### src/rtl/brr_pkg.sv
// ----------------------------------------------------------------------------
// brr_pkg
// Shared widths and sequencer state codes for the bounded rational reducer.
// ----------------------------------------------------------------------------
package brr_pkg;

    localparam int IN_W    = 64;              // input term width
    localparam int TERM_W  = 31;              // bounded term width
    localparam int ACC_W   = 96;              // 64 x 32 product width
    localparam int MULT_W  = 32;              // multiplier operand width
    localparam int CNT_W   = 7;               // holds IN_W
    localparam int S_DATA_W = 2 * IN_W;
    localparam int M_DATA_W = 64;             // 32 + 31 bits, byte padded

    localparam logic [TERM_W-1:0] MAX_TERM_RST = {TERM_W{1'b1}};

    typedef enum logic [17:0] {
        S_IDLE = 18'h00001,
        S_GCD  = 18'h00002,
        S_GCDW = 18'h00004,
        S_DIVN = 18'h00008,
        S_DIVD = 18'h00010,
        S_CHK  = 18'h00020,
        S_LOOP = 18'h00040,
        S_LX   = 18'h00080,
        S_LN0  = 18'h00100,
        S_LN1  = 18'h00200,
        S_LD0  = 18'h00400,
        S_LD1  = 18'h00800,
        S_SEL  = 18'h01000,
        S_M1W  = 18'h02000,
        S_M2W  = 18'h04000,
        S_M3W  = 18'h08000,
        S_M4W  = 18'h10000,
        S_OUT  = 18'h20000
    } t_state;

    // start request to the shared shift/add unit
    typedef struct packed {
        logic            start;
        logic            mul;    // 1: a * b[31:0], 0: a / b
        logic [IN_W-1:0] a;
        logic [IN_W-1:0] b;
    } t_unit_req;

endpackage

### src/rtl/bounded_rational_reduce_top.sv
// ----------------------------------------------------------------------------
// bounded_rational_reduce_top
// Reduces a signed 64-bit fraction by its gcd and, when a term exceeds
// max_term, replaces it by the best continued-fraction approximation.
// ----------------------------------------------------------------------------
//
//  channel   dir  handshake                 payload
//  s_axis    in   tvalid / tready           tdata: in_num[63:0], in_den[127:64]
//  m_axis    out  tvalid / tready           tdata: out_num[31:0], out_den[62:32]
//                                           tuser: exact
//  cfg       in   we (no handshake back)    wdata: max_term
//
//  One request at a time. A single shift/add unit does all divisions and
//  multiplies. Each Euclid round of the gcd is one division; each convergent
//  round is one quotient, two limit divisions and two multiplies, plus two
//  wide multiplies for the final semiconvergent check. The time for one
//  request is set by the Euclid rounds (up to about 92 for 64-bit terms)
//  and the convergent rounds (up to about 45 at the widest limit).
//  Reset (synchronous, active low) returns to idle and sets max_term to
//  its maximum. The result waits in the output register; a new request is
//  taken while it waits, and the block holds before delivering the next one.
// ----------------------------------------------------------------------------
module bounded_rational_reduce_top (
    input  logic                          i_clk,
    input  logic                          i_rst_n,
    input  logic                          i_cfg_we,
    input  logic [brr_pkg::TERM_W-1:0]    i_cfg_wdata,      // max_term
    input  logic                          i_s_axis_tvalid,
    output logic                          o_s_axis_tready,
    input  logic [brr_pkg::S_DATA_W-1:0]  i_s_axis_tdata,   // in_num, in_den
    output logic                          o_m_axis_tvalid,
    input  logic                          i_m_axis_tready,
    output logic [brr_pkg::M_DATA_W-1:0]  o_m_axis_tdata,   // out_num, out_den, pad
    output logic                          o_m_axis_tuser    // exact
);
    import brr_pkg::*;

    // ---------------- configuration ----------------
    logic [TERM_W-1:0] r_maxt;
    logic [TERM_W-1:0] lim;

    always_ff @(posedge i_clk) begin
        if (!i_rst_n) begin
            r_maxt <= MAX_TERM_RST;
        end else if (i_cfg_we) begin
            r_maxt <= i_cfg_wdata;
        end
    end

    // a zero limit acts as one
    assign lim = (r_maxt == '0) ? TERM_W'(1) : r_maxt;

    // ---------------- shared shift/add unit ----------------
    // Division: restoring, one quotient bit per cycle, r_uq shifts the
    // dividend out and the quotient in. Multiply: MSB-first shift-add with
    // the multiplier in r_uq[63:32].
    t_unit_req           req;
    logic                r_run;
    logic                r_umul;
    logic [CNT_W-1:0]    r_ucnt;
    logic [IN_W-1:0]     r_ua;
    logic [IN_W-1:0]     r_ub;
    logic [IN_W-1:0]     r_uq;
    logic [IN_W-1:0]     r_ur;
    logic [ACC_W-1:0]    r_acc;
    logic [IN_W:0]       rem_sh;
    logic [IN_W:0]       diff;
    logic [ACC_W-1:0]    acc_nx;

    always_comb begin
        rem_sh = {r_ur, r_uq[IN_W-1]};
        diff   = rem_sh - {1'b0, r_ub};
        acc_nx = {r_acc[ACC_W-2:0], 1'b0}
               + (r_uq[IN_W-1] ? {{(ACC_W-IN_W){1'b0}}, r_ua} : '0);
    end

    always_ff @(posedge i_clk) begin
        if (!i_rst_n) begin
            r_run  <= 1'b0;
            r_ucnt <= '0;
        end else if (req.start) begin
            r_run  <= 1'b1;
            r_ucnt <= req.mul ? CNT_W'(MULT_W) : CNT_W'(IN_W);
        end else if (r_run) begin
            r_ucnt <= r_ucnt - CNT_W'(1);
            if (r_ucnt == CNT_W'(1)) begin
                r_run <= 1'b0;
            end
        end
    end

    always_ff @(posedge i_clk) begin
        if (req.start) begin
            r_umul <= req.mul;
            r_ua   <= req.a;
            r_ub   <= req.b;
            r_ur   <= '0;
            r_acc  <= '0;
            r_uq   <= req.mul ? {req.b[MULT_W-1:0], {(IN_W-MULT_W){1'b0}}} : req.a;
        end else if (r_run) begin
            if (r_umul) begin
                r_acc <= acc_nx;
                r_uq  <= {r_uq[IN_W-2:0], 1'b0};
            end else begin
                r_ur  <= diff[IN_W] ? rem_sh[IN_W-1:0] : diff[IN_W-1:0];
                r_uq  <= {r_uq[IN_W-2:0], ~diff[IN_W]};
            end
        end
    end

    // ---------------- sequencer ----------------
    t_state             r_state, n_state;
    logic [IN_W-1:0]    r_num, n_num, r_den, n_den;    // reduced terms / CF remainders
    logic [IN_W-1:0]    r_ea, n_ea, r_eb, n_eb;        // Euclid pair
    logic [IN_W-1:0]    r_x, n_x, r_rem, n_rem;        // partial quotient, remainder
    logic [TERM_W-1:0]  r_limn, n_limn, r_limd, n_limd;
    logic               r_ninf, n_ninf, r_dinf, n_dinf;
    logic [TERM_W-1:0]  r_c, n_c;                      // chosen coefficient
    logic               r_semi, n_semi;
    logic [TERM_W-1:0]  r_p0n, n_p0n, r_p0d, n_p0d;
    logic [TERM_W-1:0]  r_p1n, n_p1n, r_p1d, n_p1d;
    logic [TERM_W-1:0]  r_pn, n_pn, r_pd, n_pd;
    logic [ACC_W-1:0]   r_w, n_w;
    logic               r_neg, n_neg;
    logic               r_ovalid, n_ovalid;
    logic [31:0]        r_onum, n_onum;
    logic [TERM_W-1:0]  r_oden, n_oden;
    logic               r_oexact, n_oexact;

    logic [IN_W-1:0]    in_num, in_den;
    logic [TERM_W-1:0]  xl, c_sel, pd_new;

    assign in_num = i_s_axis_tdata[IN_W-1:0];
    assign in_den = i_s_axis_tdata[2*IN_W-1:IN_W];
    assign o_s_axis_tready = (r_state == S_IDLE);

    always_comb begin
        if (r_ninf) begin
            xl = r_limd;
        end else if (r_dinf) begin
            xl = r_limn;
        end else begin
            xl = (r_limn < r_limd) ? r_limn : r_limd;
        end
        c_sel  = (r_x > {{(IN_W-TERM_W){1'b0}}, xl}) ? xl : r_x[TERM_W-1:0];
        pd_new = r_acc[TERM_W-1:0] + r_p0d;
    end

    always_comb begin
        n_state  = r_state;
        n_num    = r_num;   n_den  = r_den;
        n_ea     = r_ea;    n_eb   = r_eb;
        n_x      = r_x;     n_rem  = r_rem;
        n_limn   = r_limn;  n_limd = r_limd;
        n_ninf   = r_ninf;  n_dinf = r_dinf;
        n_c      = r_c;     n_semi = r_semi;
        n_p0n    = r_p0n;   n_p0d  = r_p0d;
        n_p1n    = r_p1n;   n_p1d  = r_p1d;
        n_pn     = r_pn;    n_pd   = r_pd;
        n_w      = r_w;     n_neg  = r_neg;
        n_ovalid = r_ovalid && !i_m_axis_tready;
        n_onum   = r_onum;  n_oden = r_oden; n_oexact = r_oexact;
        req      = '0;

        case (r_state)
            S_IDLE: begin
                if (i_s_axis_tvalid) begin
                    n_num   = in_num[IN_W-1] ? (IN_W'(0) - in_num) : in_num;
                    n_den   = in_den[IN_W-1] ? (IN_W'(0) - in_den) : in_den;
                    n_ea    = n_num;
                    n_eb    = n_den;
                    n_neg   = in_num[IN_W-1] ^ in_den[IN_W-1];
                    n_state = S_GCD;
                end
            end
            S_GCD: begin
                if (r_eb == '0) begin
                    if (r_ea != '0) begin
                        req     = '{start: 1'b1, mul: 1'b0, a: r_num, b: r_ea};
                        n_state = S_DIVN;
                    end else begin
                        n_state = S_CHK;
                    end
                end else begin
                    req     = '{start: 1'b1, mul: 1'b0, a: r_ea, b: r_eb};
                    n_state = S_GCDW;
                end
            end
            S_GCDW: begin
                if (!r_run) begin
                    n_ea    = r_eb;
                    n_eb    = r_ur;
                    n_state = S_GCD;
                end
            end
            S_DIVN: begin
                if (!r_run) begin
                    n_num   = r_uq;
                    req     = '{start: 1'b1, mul: 1'b0, a: r_den, b: r_ea};
                    n_state = S_DIVD;
                end
            end
            S_DIVD: begin
                if (!r_run) begin
                    n_den   = r_uq;
                    n_state = S_CHK;
                end
            end
            S_CHK: begin
                if (r_num <= {{(IN_W-TERM_W){1'b0}}, lim} &&
                    r_den <= {{(IN_W-TERM_W){1'b0}}, lim}) begin
                    n_p1n   = r_num[TERM_W-1:0];
                    n_p1d   = r_den[TERM_W-1:0];
                    n_den   = '0;
                    n_state = S_OUT;
                end else begin
                    n_p0n   = '0;  n_p0d = TERM_W'(1);
                    n_p1n   = TERM_W'(1);  n_p1d = '0;
                    n_state = S_LOOP;
                end
            end
            S_LOOP: begin
                if (r_den == '0) begin
                    n_state = S_OUT;
                end else begin
                    req     = '{start: 1'b1, mul: 1'b0, a: r_num, b: r_den};
                    n_state = S_LX;
                end
            end
            S_LX: begin
                if (!r_run) begin
                    n_x     = r_uq;
                    n_rem   = r_ur;
                    n_state = S_LN0;
                end
            end
            S_LN0: begin
                if (r_p1n != '0) begin
                    req     = '{start: 1'b1, mul: 1'b0,
                                a: {{(IN_W-TERM_W){1'b0}}, lim - r_p0n},
                                b: {{(IN_W-TERM_W){1'b0}}, r_p1n}};
                    n_state = S_LN1;
                end else begin
                    n_ninf  = 1'b1;
                    n_state = S_LD0;
                end
            end
            S_LN1: begin
                if (!r_run) begin
                    n_limn  = r_uq[TERM_W-1:0];
                    n_ninf  = 1'b0;
                    n_state = S_LD0;
                end
            end
            S_LD0: begin
                if (r_p1d != '0) begin
                    req     = '{start: 1'b1, mul: 1'b0,
                                a: {{(IN_W-TERM_W){1'b0}}, lim - r_p0d},
                                b: {{(IN_W-TERM_W){1'b0}}, r_p1d}};
                    n_state = S_LD1;
                end else begin
                    n_dinf  = 1'b1;
                    n_state = S_SEL;
                end
            end
            S_LD1: begin
                if (!r_run) begin
                    n_limd  = r_uq[TERM_W-1:0];
                    n_dinf  = 1'b0;
                    n_state = S_SEL;
                end
            end
            S_SEL: begin
                n_semi  = (r_x > {{(IN_W-TERM_W){1'b0}}, xl});
                n_c     = c_sel;
                req     = '{start: 1'b1, mul: 1'b1,
                            a: {{(IN_W-TERM_W){1'b0}}, c_sel},
                            b: {{(IN_W-TERM_W){1'b0}}, r_p1n}};
                n_state = S_M1W;
            end
            S_M1W: begin
                if (!r_run) begin
                    n_pn    = r_acc[TERM_W-1:0] + r_p0n;
                    req     = '{start: 1'b1, mul: 1'b1,
                                a: {{(IN_W-TERM_W){1'b0}}, r_c},
                                b: {{(IN_W-TERM_W){1'b0}}, r_p1d}};
                    n_state = S_M2W;
                end
            end
            S_M2W: begin
                if (!r_run) begin
                    n_pd = pd_new;
                    if (r_semi) begin
                        // 2*c*p1d + p0d == 2*pd - p0d
                        n_state = S_M3W;
                        req     = '{start: 1'b1, mul: 1'b1, a: r_den,
                                    b: {{(IN_W-MULT_W){1'b0}},
                                        {pd_new, 1'b0} - {1'b0, r_p0d}}};
                    end else begin
                        n_p0n   = r_p1n;  n_p0d = r_p1d;
                        n_p1n   = r_pn;   n_p1d = pd_new;
                        n_num   = r_den;
                        n_den   = r_rem;
                        n_state = S_LOOP;
                    end
                end
            end
            S_M3W: begin
                if (!r_run) begin
                    n_w     = r_acc;
                    req     = '{start: 1'b1, mul: 1'b1, a: r_num,
                                b: {{(IN_W-TERM_W){1'b0}}, r_p1d}};
                    n_state = S_M4W;
                end
            end
            S_M4W: begin
                if (!r_run) begin
                    // semiconvergent wins when den*t > num*p1d
                    if (r_w > r_acc) begin
                        n_p1n = r_pn;
                        n_p1d = r_pd;
                    end
                    n_state = S_OUT;
                end
            end
            S_OUT: begin
                if (!r_ovalid || i_m_axis_tready) begin
                    n_ovalid = 1'b1;
                    n_onum   = r_neg ? (32'd0 - {1'b0, r_p1n}) : {1'b0, r_p1n};
                    n_oden   = r_p1d;
                    n_oexact = (r_den == '0);
                    n_state  = S_IDLE;
                end
            end
            default: begin
                n_state = S_IDLE;
            end
        endcase
    end

    always_ff @(posedge i_clk) begin
        if (!i_rst_n) begin
            r_state  <= S_IDLE;
            r_ovalid <= 1'b0;
        end else begin
            r_state  <= n_state;
            r_ovalid <= n_ovalid;
        end
    end

    always_ff @(posedge i_clk) begin
        r_num  <= n_num;   r_den  <= n_den;
        r_ea   <= n_ea;    r_eb   <= n_eb;
        r_x    <= n_x;     r_rem  <= n_rem;
        r_limn <= n_limn;  r_limd <= n_limd;
        r_ninf <= n_ninf;  r_dinf <= n_dinf;
        r_c    <= n_c;     r_semi <= n_semi;
        r_p0n  <= n_p0n;   r_p0d  <= n_p0d;
        r_p1n  <= n_p1n;   r_p1d  <= n_p1d;
        r_pn   <= n_pn;    r_pd   <= n_pd;
        r_w    <= n_w;     r_neg  <= n_neg;
        r_onum <= n_onum;  r_oden <= n_oden; r_oexact <= n_oexact;
    end

    assign o_m_axis_tvalid = r_ovalid;
    assign o_m_axis_tdata  = {1'b0, r_oden, r_onum};
    assign o_m_axis_tuser  = r_oexact;

endmodule
### config.mk
export PLATFORM = sky130hd
export DESIGN_NAME = bounded_rational_reduce_top
export DESIGN_NICKNAME = d
export VERILOG_FILES = /design/src/rtl/brr_pkg.sv /design/src/rtl/bounded_rational_reduce_top.sv
export SDC_FILE = /design/constraint.sdc
export NUM_CORES = 2
export LEC_CHECK = 0
export BUFFER_PORTS_ARGS = -buffer_cell sky130_fd_sc_hd__buf_2
export CAP_MARGIN = 20
export CORE_ASPECT_RATIO = 1.2
export CORE_MARGIN = 2
export CORE_UTILIZATION = 40
export DETAILED_ROUTE_END_ITERATION = 8
export GPL_TIMING_DRIVEN = 0
export HOLD_SLACK_MARGIN = 0.02
export PLACE_DENSITY_LB_ADDON = 0.1
export SLEW_MARGIN = 25
export SYNTH_ARGS = -nofsm -noshare
export SYNTH_HDL_FRONTEND = slang
export SYNTH_SLANG_ARGS = --single-unit
### constraint.sdc
create_clock -name i_clk -period 14.2 [get_ports i_clk]
set_input_delay 2.84 -clock i_clk [delete_from_list [all_inputs] [get_ports i_clk]]
set_output_delay 2.84 -clock i_clk [all_outputs]
set_load 0.005 [all_outputs]
# Word-level counts from Yosys, hierarchy flattened

Index checks and enable logic that the tools add are counted.

Register bits: 1238
Output and inout port bits: 67
Logic and storage cells: 221
Input bits: 164

Mux-type cells: 92
Equal/unequal tests: 37
Reductions and logical operators: 37
Magnitude comparators: 5
$add $sub $neg: 11
Bitwise logic cells: 4

Operators with widths:

| kind                                               | number |
|---|---|
| 2-to-1 mux 130 bit                                 | 10 |
| one-hot mux 130 bit (9 select lines)               | 1 |
| 2-to-1 mux 64 bit                                  | 17 |
| 2-to-1 mux 31 bit                                  | 22 |
| one-hot mux 18 bit (18 select lines)               | 1 |
| 2-to-1 mux 18 bit                                  | 15 |
| one-hot mux 64 bit (2 select lines)                | 2 |
| one-hot mux 64 bit (4 select lines)                | 1 |
| one-hot mux 64 bit (3 select lines)                | 1 |
| one-hot mux 31 bit (3 select lines)                | 2 |
| <= comparator 64 x 31 -> 1 bit                     | 2 |
| logical NOT 64 bit                                 | 2 |
| subtractor 1 x 64 -> 64 bit (first input constant) | 2 |
| one-hot mux 31 bit (2 select lines)                | 2 |
| adder 96 x 64 -> 96 bit                            | 1 |
| > comparator 96 bit                                | 1 |
| subtractor 65 x 64 -> 65 bit                       | 1 |
| > comparator 64 x 31 -> 1 bit                      | 1 |
| nonzero test 64 bit                                | 1 |
| adder 31 bit                                       | 2 |
| nonzero test 31 bit                                | 2 |
| subtractor 31 bit                                  | 2 |
| != test 2 bit (second input constant)              | 18 |
| subtractor 1 x 31 -> 32 bit (first input constant) | 1 |
| 44 further kinds                                   | 76 |

# Logic depth before layout (Yosys ltp)

Depth after elaboration: 9
Gate-level depth with buffers: 26
Mapped depth without buffers: 23

# Worst setup path after synthesis

Ideal clock, no wire load.

Path kind: register to register
From: register r_state[17]
To: register r_ea[0] (enable)
Cell stages (with the launch flop): 10
Library setup time: 0.792 ns
Required time: 13.408 ns
Data arrival time: 11.250 ns
Path buffers: 3
Path slack: 2.158 ns
Cell sequence: dfxtp_1 > or4_1 > nor4b_2 > nand2_1 > nor3_1 > nand3b_1 > clkbuf_1 > clkbuf_1 > clkbuf_1 > o21ai_0

Cells in the longest elaborated chain, start to end: 3
Elaborated cells between the ends (all ways): 6

Ends and longest elaborated chain:

| item                                                                        | RTL line                           | RTL |
|---|---|---|
| from (decl)                                                                 | bounded_rational_reduce_top.sv:112 | `t_state r_state, n_state;` |
| from (signal assigned)                                                      | bounded_rational_reduce_top.sv:346 | `r_state <= n_state;` |
| == test 18 x 3 -> 1 bit / == test 18 x 1 -> 1 bit (equally long branches)   | bounded_rational_reduce_top.sv:165 | `case (r_state)` |
| != test 2 bit (no source line) / nonzero test 2 bit (equally long branches) | --                                 |  |
| AND reduction 3 bit (no source line) *                                      | --                                 |  |
| to (signal assigned)                                                        | bounded_rational_reduce_top.sv:353 | `r_ea <= n_ea; r_eb <= n_eb;` |
| to (decl)                                                                   | bounded_rational_reduce_top.sv:114 | `logic [IN_W-1:0] r_ea, n_ea, r_eb, n_eb;` |

Every way passes the cells marked *; elsewhere a longest branch is shown, timed or not.
A chain may end at the register's enable or synchronous reset.

==> reports/metrics.cfg <==
[run_status]
status=finished clean

[drt]
route.detailed.drc=0
drt_pass1_iterations=9
ant_nets=0
initialDrtViolationCount=9739
routedWlPerCell_um=35.7
wl_um=376000
vias=66400
avgViaCountPerCell=6.30

[clock_tree]
worst_skew_pair.late_latency_ns=0.84
cts_setup_buffers=0
clockBufferDepth=3
path_clk_slew_ns=0.06
cts-root-buf=clkbuf_16
cts_tree=done
cts_hold_buf=0
post_cts_resized=0
cts_made_buffers=140
clock-sinks=1238
htree_num_levels=4

[timing]
slew_violations=0
hold_viol=0
whs_ns=0.452
rsz0062_at_grt=false
max_freq_mhz=119
max-slew-margin-rel=0.0601
worst_pin_slew_ns=1.41
min_period_ns=8.39
setup_viol=0
setup-tns-final_ns=0
fin_skew_ns=0.0366
post-route-period-util=0.591

[min_path]
hold_class=flip-flop to flip-flop
hold_start=r_acc[93]
worstHoldPathCells=0
worstHoldEndpoint=r_w[93]

[power]
p_per_area_mw_per_mm2=178
total_power_uw=15000
irDropWorstVdd_v=0.000130
leakagePower_uw=0.0338

[floorplan]
rows=173
ioPinCount=231
die_area_sq_mm=0.189
die_w_um=397
start_util=0.402
die_h_um=476
fp.coreArea_sq_mm=0.185

[critical_path]
r2r_cells=21
worst_r2r_startpoint=r_limn[20]
crit_path_end_kind=flip-flop
rr_endpoint=r_ua[7]
crit_required_ns=14.79
worstPathArrival_ns=8.99
cp_slowest_cell=a21oi_1
cp_num_buf_inv=4
max_stage_delay_ns=0.78
rrSetupSlack_ns=5.81
setup.worst_path.start_class=flip-flop
critical_path_class=flip-flop to flip-flop
crit_path_cell_trace=ha_1 > a21o_1 > a21o_1 > a21oi_1 > a2bb2oi_1 > a21oi_1 > a211o_1 > nor2_1 > clkbuf_1 > clkbuf_1 > a21oi_1 > ha_1 > nand4_1 > nor4_1 > o41ai_1 > a41oi_1 > clkbuf_1 > clkbuf_1 > nor2_1 > a21oi_1 > a21o_1
crit_family=compound AO/OA/AOI/OAI gates
cp_max_fo=10

[placement]
port_buffers=227
gp_congestion=1.06
place_inst=10300
hpwl_um=307000

[yosys]
ys_ff_latch=1238
syn_area_sq_mm=0.0741
yosysWarnings=0
yosys.area.top_type=edfxtp_1
synth_area_per_cell_sq_um=9.87
yosys.area.top_type_share=0.413
yosys-top-cells-area=edfxtp_1 (41%), ha_1 (8.5%), dfxtp_1 (5.9%)
synth_cell_type_count=91
synth_enable_flop_cells=1020
yosysSeqAreaShare=0.472
synthFlopType=edfxtp_1
syn_nets=8180
synthCells=7509
synthArstFlopShare=0

[finish]
reg_top3=r_acc: 96 flops, r_w: 96 flops
drive_gt1_frac=0.0834
fin_nets=8615
synthToLayoutAreaGrowth_pct=14.1
nFillCells=17800
layoutNonFillerInstCount=10500

[grt]
grt_max_degree=50
grt_overflow=0
grt.busiest_layer=met2
grt_pass1_wl_um=506000
antenna_found_initial=56
gr-usage-met1=0.508
gr-usage-met2=0.575
grt_pass1_vias=62000
met3_usage=0.0790
grt_usage=0.390

[flow_run]
max_cap_violations=0

## cell usage in the layout (no fill, tap or decap), types with 32 or more instances in the layout
cell type     n
edfxtp_1   1020
a21oi_1     692
nand2_1     624
nor2_1      519
ha_1        501
o21ai_0     486
inv_1       479
clkbuf_1    353
buf_2       246
a21o_1      234
dfxtp_1     218
xor2_1      213
xnor2_1     209
a22oi_1     168
and2_1      157
nand4_1     142
clkbuf_16   141
a222oi_1    127
nand3_1     123
nor4_1      103
nor3_1       84
o31ai_1      76
a211oi_1     72
o211ai_1     64
o21bai_1     63
and3_1       50
nor2b_1      49
or3_1        49
nand2b_1     45
a31oi_1      40
or2_2        39
o41ai_1      33
o21a_1       32
## worst reg2reg max path: stages, from the launching register on
cell and delay (ns):
edfxtp_1 0.41, ha_1 0.33, a21o_1 0.16, a21o_1 0.16, a21oi_1 0.22, a2bb2oi_1 0.19
a21oi_1 0.10, a211o_1 0.42, nor2_1 0.56, clkbuf_1 0.51, clkbuf_1 0.53, a21oi_1 0.22
ha_1 0.35, nand4_1 0.15, nor4_1 0.60, o41ai_1 0.27, a41oi_1 0.47, clkbuf_1 0.59
clkbuf_1 0.56, nor2_1 0.09, a21oi_1 0.78, a21o_1 0.51
## Yosys cell counts, drive strengths merged, types with 13 or more instances
library cell / instances
a221o: 19
clkbuf: 351
or3: 52
nand4: 142
o21bai: 63
o21a: 32
and2: 159
edfxtp: 1020
a221oi: 22
o221ai: 22
xnor2: 209
buf: 41
a21boi: 14
mux2i: 21
a21oi: 693
o2111ai: 18
xor2: 214
nor2: 524
nand2: 627
nor2b: 50
nor3: 90
or4: 29
a211oi: 73
and4: 15
a222oi: 127
o41ai: 34
a22o: 22
a22oi: 168
nand2b: 47
a21bo: 13
or2: 42
nor4: 108
a31oi: 40
inv: 481
o31ai: 78
nand3: 123
o211ai: 64
a21o: 235
ha: 501
and3: 50
a41oi: 15
o21ai: 495
dfxtp: 218
## worst max path at each step
| stage | start | end | slack, ns | cells past startpoint |
|---|---|---|---|---|
| floorplan | r_state[17] | r_ea[0] | 2.16 | 9 |
| global placement | r_state[17] | r_eb[57] | -4.67 | 9 |
| detailed placement | r_limn[20] | r_ua[7] | 5.85 | 21 |
| CTS | r_limn[20] | r_ua[7] | 5.81 | 21 |
| global route | r_limn[20] | r_ua[7] | 5.30 | 21 |
| finish | r_limn[20] | r_ua[7] | 5.81 | 21 |
## power by group
part	internal, uW	leakage, uW	switching, uW
clock	2200	0.00231	1650
combinational	2000	0.0202	3690
sequential	4570	0.0113	919
total	8780	0.0338	6260
## cell type report
type	instances	area, sq um	share of cell area
antenna	27	67.6	0.000799
buffer	392	1530	0.0181
clock buffer	172	3680	0.0436
clock inverter	87	1100	0.0130
inverter	484	1820	0.0215
multi-input combinational	5395	36100	0.427
sequential	1238	35000	0.414
tap	2450	3070	0.0362
timing repair buffer	293	2210	0.0261
## cell families after synthesis
| family | Yosys count | synth area share |
|---|---|---|
| muxes | 24 | 0.00329 |
| buffers and inverters | 876 | 0.0446 |
| and+or+nand+nor | 2106 | 0.138 |
| DFF | 1238 | 0.472 |
| adders and majority gates | 507 | 0.0862 |
| xor gates and xnor gates | 423 | 0.0500 |
| other | 1 | 0.0000506 |
| AOI/OAI and AO/OA | 2334 | 0.206 |
## stage by stage
step,instance area (sq um),util,setup WS (ns)
floorplan,74100,-,2.16
global placement,78300,0.424,-4.67
detailed placement,79700,0.432,5.85
CTS,84500,0.457,5.81
global route,84500,0.458,5.30
finish,84600,0.458,5.81
## layer usage
metal  up-vias  wire length, um  share of wire
met5         -              175        0.00047
met4        26            31900          0.085
met3       876            35400          0.094
met2      3868           158000           0.42
met1     32600           150000           0.40
li1      29000                -              -
No activity file was read; power rests on OpenSTA's default activity.
